`src/sv/npc_pkg.sv`:
```
// Package for the nearest palette color matcher: types, palette table, min helper.
`timescale 1ns / 1ps
`default_nettype none

package npc_pkg;

  localparam int NPC_CH_W     = 8;
  localparam int NPC_IDX_W    = 4;
  localparam int NPC_ENTRIES  = 16;
  localparam int NPC_CHANNELS = 3;
  localparam int NPC_LEVELS   = 4;
  localparam int NPC_SQ_W     = 2 * NPC_CH_W;
  localparam int NPC_DIST_W   = NPC_SQ_W + 2;

  typedef logic [NPC_CH_W-1:0]   chan_t;
  typedef logic [NPC_IDX_W-1:0]  idx_t;
  typedef logic [NPC_SQ_W-1:0]   sq_t;
  typedef logic [NPC_DIST_W-1:0] dist_t;
  typedef logic [1:0]            lvl_t;

  typedef struct packed {
    dist_t dsum;
    idx_t  idx;
  } cand_t;

  // Every palette channel takes one of four levels.
  localparam chan_t NPC_LEVEL [NPC_LEVELS] = '{8'd0, 8'd128, 8'd192, 8'd255};

  // Palette as level codes: {red, green, blue}.
  localparam lvl_t NPC_PAL [NPC_ENTRIES][NPC_CHANNELS] = '{
    '{2'd0, 2'd0, 2'd0}, '{2'd0, 2'd0, 2'd1}, '{2'd0, 2'd1, 2'd0}, '{2'd0, 2'd1, 2'd1},
    '{2'd1, 2'd0, 2'd0}, '{2'd1, 2'd0, 2'd1}, '{2'd1, 2'd1, 2'd0}, '{2'd2, 2'd2, 2'd2},
    '{2'd1, 2'd1, 2'd1}, '{2'd0, 2'd0, 2'd3}, '{2'd0, 2'd3, 2'd0}, '{2'd0, 2'd3, 2'd3},
    '{2'd3, 2'd0, 2'd0}, '{2'd3, 2'd0, 2'd3}, '{2'd3, 2'd3, 2'd0}, '{2'd3, 2'd3, 2'd3}
  };

  // a is the lower index; b wins only when strictly nearer.
  function automatic cand_t npc_min(cand_t a, cand_t b);
    return (b.dsum < a.dsum) ? b : a;
  endfunction

endpackage

`default_nettype wire

```
`src/sv/npc_pix_if.sv`:
```
// Input channel: one color word as three 8-bit channels.
`timescale 1ns / 1ps
`default_nettype none

interface npc_pix_if
  import npc_pkg::*;
();
  logic  valid;
  logic  ready;
  chan_t red;
  chan_t green;
  chan_t blue;

  modport source (output valid, output red, output green, output blue, input ready);
  modport sink   (input valid, input red, input green, input blue, output ready);
endinterface

`default_nettype wire

```
`src/sv/npc_idx_if.sv`:
```
// Output channel: one palette index word.
`timescale 1ns / 1ps
`default_nettype none

interface npc_idx_if
  import npc_pkg::*;
();
  logic valid;
  logic ready;
  idx_t palette_index;

  modport source (output valid, output palette_index, input ready);
  modport sink   (input valid, input palette_index, output ready);
endinterface

`default_nettype wire

```
`src/sv/nearest_palette_color_16_core.sv`:
```
// Nearest palette color matcher: four-stage pipeline from color word to palette index.
//
// Takes one color word per clock, unless an output stall has filled the pipeline, and returns
// the index of the nearest of the 16 fixed palette entries by squared distance, lowest index
// on ties. Throughput is one word per cycle while the output is not stalled. Stage one
// squares the channel distance to each of the four palette levels, stage two sums those
// squares into the 16 entry distances, stage three reduces them to four by a two-level
// compare tree, stage four reduces those to one and is the output register. Each stage
// holds its own valid bit and takes a new word whenever it is empty or its successor moves,
// so bubbles are squeezed out during an output stall.
`timescale 1ns / 1ps
`default_nettype none

module nearest_palette_color_16_core
  import npc_pkg::*;
(
  input  wire logic  clk_i,
  input  wire logic  rst_ni,
  npc_pix_if.sink    pix_i,
  npc_idx_if.source  idx_o
);

  localparam int GROUPS = NPC_ENTRIES / 4;

  logic v1_q, v2_q, v3_q, v4_q;
  logic rdy1, rdy2, rdy3, rdy4;

  sq_t   sq_d   [NPC_CHANNELS][NPC_LEVELS];
  sq_t   sq_q   [NPC_CHANNELS][NPC_LEVELS];
  dist_t dist_d [NPC_ENTRIES];
  dist_t dist_q [NPC_ENTRIES];
  cand_t grp_d  [GROUPS];
  cand_t grp_q  [GROUPS];
  cand_t best_d;
  idx_t  idx_q;
  chan_t ch     [NPC_CHANNELS];

  assign rdy4 = !v4_q || idx_o.ready;
  assign rdy3 = !v3_q || rdy4;
  assign rdy2 = !v2_q || rdy3;
  assign rdy1 = !v1_q || rdy2;

  assign pix_i.ready = rdy1;

  assign ch[0] = pix_i.red;
  assign ch[1] = pix_i.green;
  assign ch[2] = pix_i.blue;

  always_comb begin
    chan_t diff;
    for (int c = 0; c < NPC_CHANNELS; c++) begin
      for (int l = 0; l < NPC_LEVELS; l++) begin
        diff = (ch[c] >= NPC_LEVEL[l]) ? (ch[c] - NPC_LEVEL[l]) : (NPC_LEVEL[l] - ch[c]);
        sq_d[c][l] = sq_t'(diff) * sq_t'(diff);
      end
    end
  end

  always_comb begin
    for (int e = 0; e < NPC_ENTRIES; e++) begin
      dist_d[e] = dist_t'(sq_q[0][NPC_PAL[e][0]])
                + dist_t'(sq_q[1][NPC_PAL[e][1]])
                + dist_t'(sq_q[2][NPC_PAL[e][2]]);
    end
  end

  always_comb begin
    cand_t c0, c1, c2, c3;
    for (int g = 0; g < GROUPS; g++) begin
      c0 = '{dsum: dist_q[4*g],     idx: NPC_IDX_W'(4*g)};
      c1 = '{dsum: dist_q[4*g + 1], idx: NPC_IDX_W'(4*g + 1)};
      c2 = '{dsum: dist_q[4*g + 2], idx: NPC_IDX_W'(4*g + 2)};
      c3 = '{dsum: dist_q[4*g + 3], idx: NPC_IDX_W'(4*g + 3)};
      grp_d[g] = npc_min(npc_min(c0, c1), npc_min(c2, c3));
    end
  end

  assign best_d = npc_min(npc_min(grp_q[0], grp_q[1]), npc_min(grp_q[2], grp_q[3]));

  always_ff @(posedge clk_i or negedge rst_ni) begin
    if (!rst_ni) begin
      v1_q <= 1'b0;
      v2_q <= 1'b0;
      v3_q <= 1'b0;
      v4_q <= 1'b0;
    end else begin
      if (rdy1) v1_q <= pix_i.valid;
      if (rdy2) v2_q <= v1_q;
      if (rdy3) v3_q <= v2_q;
      if (rdy4) v4_q <= v3_q;
    end
  end

  always_ff @(posedge clk_i) begin
    if (rdy1 && pix_i.valid) sq_q   <= sq_d;
    if (rdy2 && v1_q)        dist_q <= dist_d;
    if (rdy3 && v2_q)        grp_q  <= grp_d;
    if (rdy4 && v3_q)        idx_q  <= best_d.idx;
  end

  assign idx_o.valid         = v4_q;
  assign idx_o.palette_index = idx_q;

  a_accept_fills_s1: assert property (@(posedge clk_i) disable iff (!rst_ni)
    (pix_i.valid && pix_i.ready) |=> v1_q)
    else $error("accepted word did not reach stage one");

  a_out_from_s3: assert property (@(posedge clk_i) disable iff (!rst_ni)
    $rose(v4_q) |-> $past(v3_q))
    else $error("result appeared without a word in stage three");

  a_s1_holds: assert property (@(posedge clk_i) disable iff (!rst_ni)
    (v1_q && !rdy2) |=> (v1_q && $stable(sq_q[0][0]) && $stable(sq_q[2][3])))
    else $error("stage one lost its word during a stall");

  a_s3_holds: assert property (@(posedge clk_i) disable iff (!rst_ni)
    (v3_q && !rdy4) |=> (v3_q && $stable(grp_q[0]) && $stable(grp_q[3])))
    else $error("stage three lost its word during a stall");

endmodule

`default_nettype wire
```
`src/flat_wrapper.sv`:
```
// flat-port wrapper written by rule: the top's interface ports become plain ports
module nearest_palette_color_16_core_flat import npc_pkg::*;
  (clk_i, rst_ni, pix_i_valid, pix_i_red, pix_i_green, pix_i_blue, pix_i_ready, idx_o_valid, idx_o_palette_index, idx_o_ready);
  npc_pix_if pix_i_i ();
  npc_idx_if idx_o_i ();
  input  wire logic clk_i;
  input  wire logic rst_ni;
  input wire logic [$bits(pix_i_i.valid)-1:0] pix_i_valid;
  input wire logic [$bits(pix_i_i.red)-1:0] pix_i_red;
  input wire logic [$bits(pix_i_i.green)-1:0] pix_i_green;
  input wire logic [$bits(pix_i_i.blue)-1:0] pix_i_blue;
  output wire logic [$bits(pix_i_i.ready)-1:0] pix_i_ready;
  output wire logic [$bits(idx_o_i.valid)-1:0] idx_o_valid;
  output wire logic [$bits(idx_o_i.palette_index)-1:0] idx_o_palette_index;
  input wire logic [$bits(idx_o_i.ready)-1:0] idx_o_ready;
  assign pix_i_i.valid = pix_i_valid;
  assign pix_i_i.red = pix_i_red;
  assign pix_i_i.green = pix_i_green;
  assign pix_i_i.blue = pix_i_blue;
  assign pix_i_ready = pix_i_i.ready;
  assign idx_o_valid = idx_o_i.valid;
  assign idx_o_palette_index = idx_o_i.palette_index;
  assign idx_o_i.ready = idx_o_ready;
  nearest_palette_color_16_core u_core (.clk_i(clk_i), .rst_ni(rst_ni), .pix_i(pix_i_i), .idx_o(idx_o_i));
endmodule
```
`config.mk`:
```
export PLATFORM = sky130hd
export DESIGN_NAME = nearest_palette_color_16_core_flat
export DESIGN_NICKNAME = d
export VERILOG_FILES = /design/src/sv/npc_pkg.sv /design/src/sv/npc_pix_if.sv /design/src/sv/npc_idx_if.sv /design/src/sv/nearest_palette_color_16_core.sv /design/src/flat_wrapper.sv
export SDC_FILE = /design/constraint.sdc
export NUM_CORES = 2
export LEC_CHECK = 0
export BUFFER_PORTS_ARGS = -buffer_cell sky130_fd_sc_hd__buf_4
export CAP_MARGIN = 0
export CELL_PAD_IN_SITES_DETAIL_PLACEMENT = 1
export CELL_PAD_IN_SITES_GLOBAL_PLACEMENT = 2
export CORE_AREA = 2 2 363 365
export CTS_BUF_LIST = sky130_fd_sc_hd__clkbuf_8
export CTS_CLUSTER_DIAMETER = 80
export CTS_CLUSTER_SIZE = 25
export DETAILED_ROUTE_END_ITERATION = 10
export DIE_AREA = 0 0 365 367
export GPL_TIMING_DRIVEN = 0
export PLACE_DENSITY_LB_ADDON = 0.2
export SLEW_MARGIN = 30
export SYNTH_ARGS = -nofsm -noshare
export SYNTH_HDL_FRONTEND = slang
export SYNTH_SLANG_ARGS = --single-unit
```
`constraint.sdc`:
```
create_clock -name clk_i -period 9 [get_ports clk_i]
set_clock_uncertainty 0.05 [all_clocks]
set_input_delay 1.35 -clock clk_i [delete_from_list [all_inputs] [get_ports clk_i]]
set_output_delay 1.35 -clock clk_i [all_outputs]
set_load 0.02 [all_outputs]
```
==> results.cfg <==
[run_status]
status = complete, no violations

[logic_synthesis]
ys.warnings.count = 0
ys_types = 81
syn_inst = 5770
synth_seq_cells = 523
post-synth-top-count-cell = ha_1
synth_edf_count = 519
synthTopCellsByArea = edfxtp_1, ha_1, fa_1, xnor2_1, inv_1
synth_common_cells = ha_1, inv_1, nor2_1, edfxtp_1, xnor2_1
syn_area_per_cell_um2 = 9.84
async_flop_share_pct = 0.765
synth_area_leader_cell = edfxtp_1
synth_top_area_share_pct = 27.4
ys_seq_area_share_pct = 27.6
synth_area_um2 = 56800
synth_ff_type = edfxtp_1

[global_routing]
antenna_found_initial = 5
grt_max_degree = 54
grt_pass1_wl_um = 259000
gr-usage-all-layers_pct = 25.5
grt-ovfl-total = 0
grt_pass1_vias = 43800

[detailed_routing]
route.detailed.drc = 0
dr.pass1.iters = 5
dr.max_layer_used = met4
drt-wirelength-per-cell_um = 22.2
drt_first_iter_violations = 2237
routed_wl_um = 170000
met2WireLength_um = 80300
routed_via_density = 5.44
met1Wirelength_um = 79000
met3_length_um = 5300
vias = 41700
final_antenna_net_count = 0

[flow_run]
drv_cap = 0

[critical_path]
endpoint_kind = flop
worst_r2r_endpoint = u_core.grp_q[58]
cp.required_ns = 9.38
worstRegToRegCells = 22
worstSetupPathType = input pin to flop
start_kind = input pin
path_max_fanout = 12
r2r_slack_ns = 2.67
cp.arrival_ns = 8.93
r2r_start = u_core.dist_q[128]

[floorplanning]
chipWidth_um = 365
pin_count = 34
die_area_um2 = 134000
dieHeight_um = 367
core-area_um2 = 130000
num_rows = 133
start_util_pct = 43.5

[placed_design]
placed_cells = 7590
port_buffers = 32
place_ws_ns = -0.384
gp_congestion = 0.900
dp_hpwl_um = 145000

[cells_and_area]
fillCellCount = 14800
fin_nets = 7174
fin_cells = 7672
drive_gt1_share_pct = 3.90
syn2layout_area_growth_pct = 7.14

[cts]
root_buffer = clkbuf_8
cts_max_level = 2
cts-buffers-inserted = 44
cts_tree = done
post_cts_buffers = 0
clk_pin_slew_ns = 0.14
cts_resized = 0
cts_hold_buf = 0
cts_buffer_depth = 3
clk_latency_ns = 0.78
cts_num_sinks = 523

[sta]
worstMarginPinSlew_ns = 1.10
min_period_ns = 8.55
finalCritPeriodShare_pct = 95.0
setup_viol = 0
relSlewSlack_pct = 26.0
final_max_slew_viol_count = 0
fmax_mhz = 117
rsz0062_at_grt = false
fin_hold_ws_ns = 0.285
worst_slack_ns = 0.447
hold_viol_final = 0

[worst_hold_path]
hold_class = input pin to async pin
==> cells in the final DEF, fill, tap and decap left out, types with 49 or more instances in the layout <==
cell	instances
o21bai_1	49
nor3_1	105
a21oi_1	375
mux2i_1	200
o21ai_0	192
ha_1	954
inv_1	763
clkbuf_1	56
fa_1	311
a21o_1	121
edfxtp_1	519
o21a_1	91
nand2b_1	55
nand3_1	82
xor2_1	139
nand2_1	247
xnor2_1	379
nor2_1	574
nor2b_1	108
==> logic make-up after synthesis <==
| family | count (synthesis) | share of synthesized area, % |
|---|---|---|
| compound gates | 1053 | 11.9 |
| buf+inv | 851 | 5.73 |
| other cells | 1 | 0.00660 |
| simple gates | 1327 | 10.6 |
| mux | 225 | 4.02 |
| xor+xnor | 525 | 8.10 |
| fa+ha+maj | 1265 | 32.0 |
| flops | 523 | 27.6 |
==> metrics by stage <==
stage	TNS, ns	instance area [um2]	util (%)
floorplan	0	56800	-
global placement	-539.79	59300	45.4
detailed placement	-0.384	59600	45.7
CTS	0	60800	46.6
global route	0	60800	46.6
finish	0	60800	46.6
==> how the worst max path moves through the flow <==
stage                   startpoint                to  slack (ns)
finish              pix_i_green[0]  u_core.sq_q[111]        0.45
global route        pix_i_green[0]  u_core.sq_q[111]        0.10
CTS                 pix_i_green[0]  u_core.sq_q[111]        0.41
detailed placement  pix_i_green[0]  u_core.sq_q[111]       -0.38
global placement       idx_o_ready  u_core.dist_q[2]       -2.10
floorplan              idx_o_ready  u_core.dist_q[0]        0.75
==> critical path, stage by stage <==
cell and delay [ns]:
buf_4 0.17, inv_1 0.10, clkbuf_1 0.61, clkbuf_1 0.68, ha_1 0.38, and3_1 0.18, clkbuf_1 0.21, a21oi_1 0.19
nor2b_1 0.18, xnor2_1 0.54, nor2_1 0.21, fa_1 0.50, fa_1 0.49, ha_1 0.30, fa_1 0.43, ha_1 0.33
a21o_1 0.17, a21oi_1 0.21, o21bai_1 0.09, a21oi_1 0.22, nor2b_1 0.10, o2111ai_1 0.17, nand3_1 0.12, o41a_1 0.33
xnor2_1 0.62
==> layout make-up <==
cell class                      instances  area [um2]  area share [%]
Sequential cell                       523       15700            25.8
Timing Repair Buffer                   47         554           0.911
Tap cell                             1755        2200            3.61
Inverter                              768        2880            4.74
Buffer                                 83         370           0.609
Clock inverter                         36         532           0.874
Antenna cell                            1        2.50         0.00411
Multi-Input combinational cell       4414       38000            62.5
Clock buffer                           45         619            1.02
==> routing by layer <==
metal | vias to the layer above | GRT usage, %
li1 | 20200 | -
met3 | 179 | 2.32
met1 | 20800 | 34.3
met2 | 562 | 43.4
met4 | 0 | 7.31
met5 | - | 0
==> registers in the layout, summed over array words and instances (netlist names) <==
| name | cells |
|---|---|
| u_core.v2_q | 1 |
| u_core.sq_q | 170 |
| u_core.v3_q | 1 |
| u_core.v1_q | 1 |
| u_core.idx_o.palette_index | 4 |
| u_core.dist_q | 266 |
| u_core.grp_q | 79 |
| u_core.idx_o.valid | 1 |
Power is left out: the tool's default activity adds up to more than one toggle a clock period on the data nets, which glitch-free logic cannot reach.
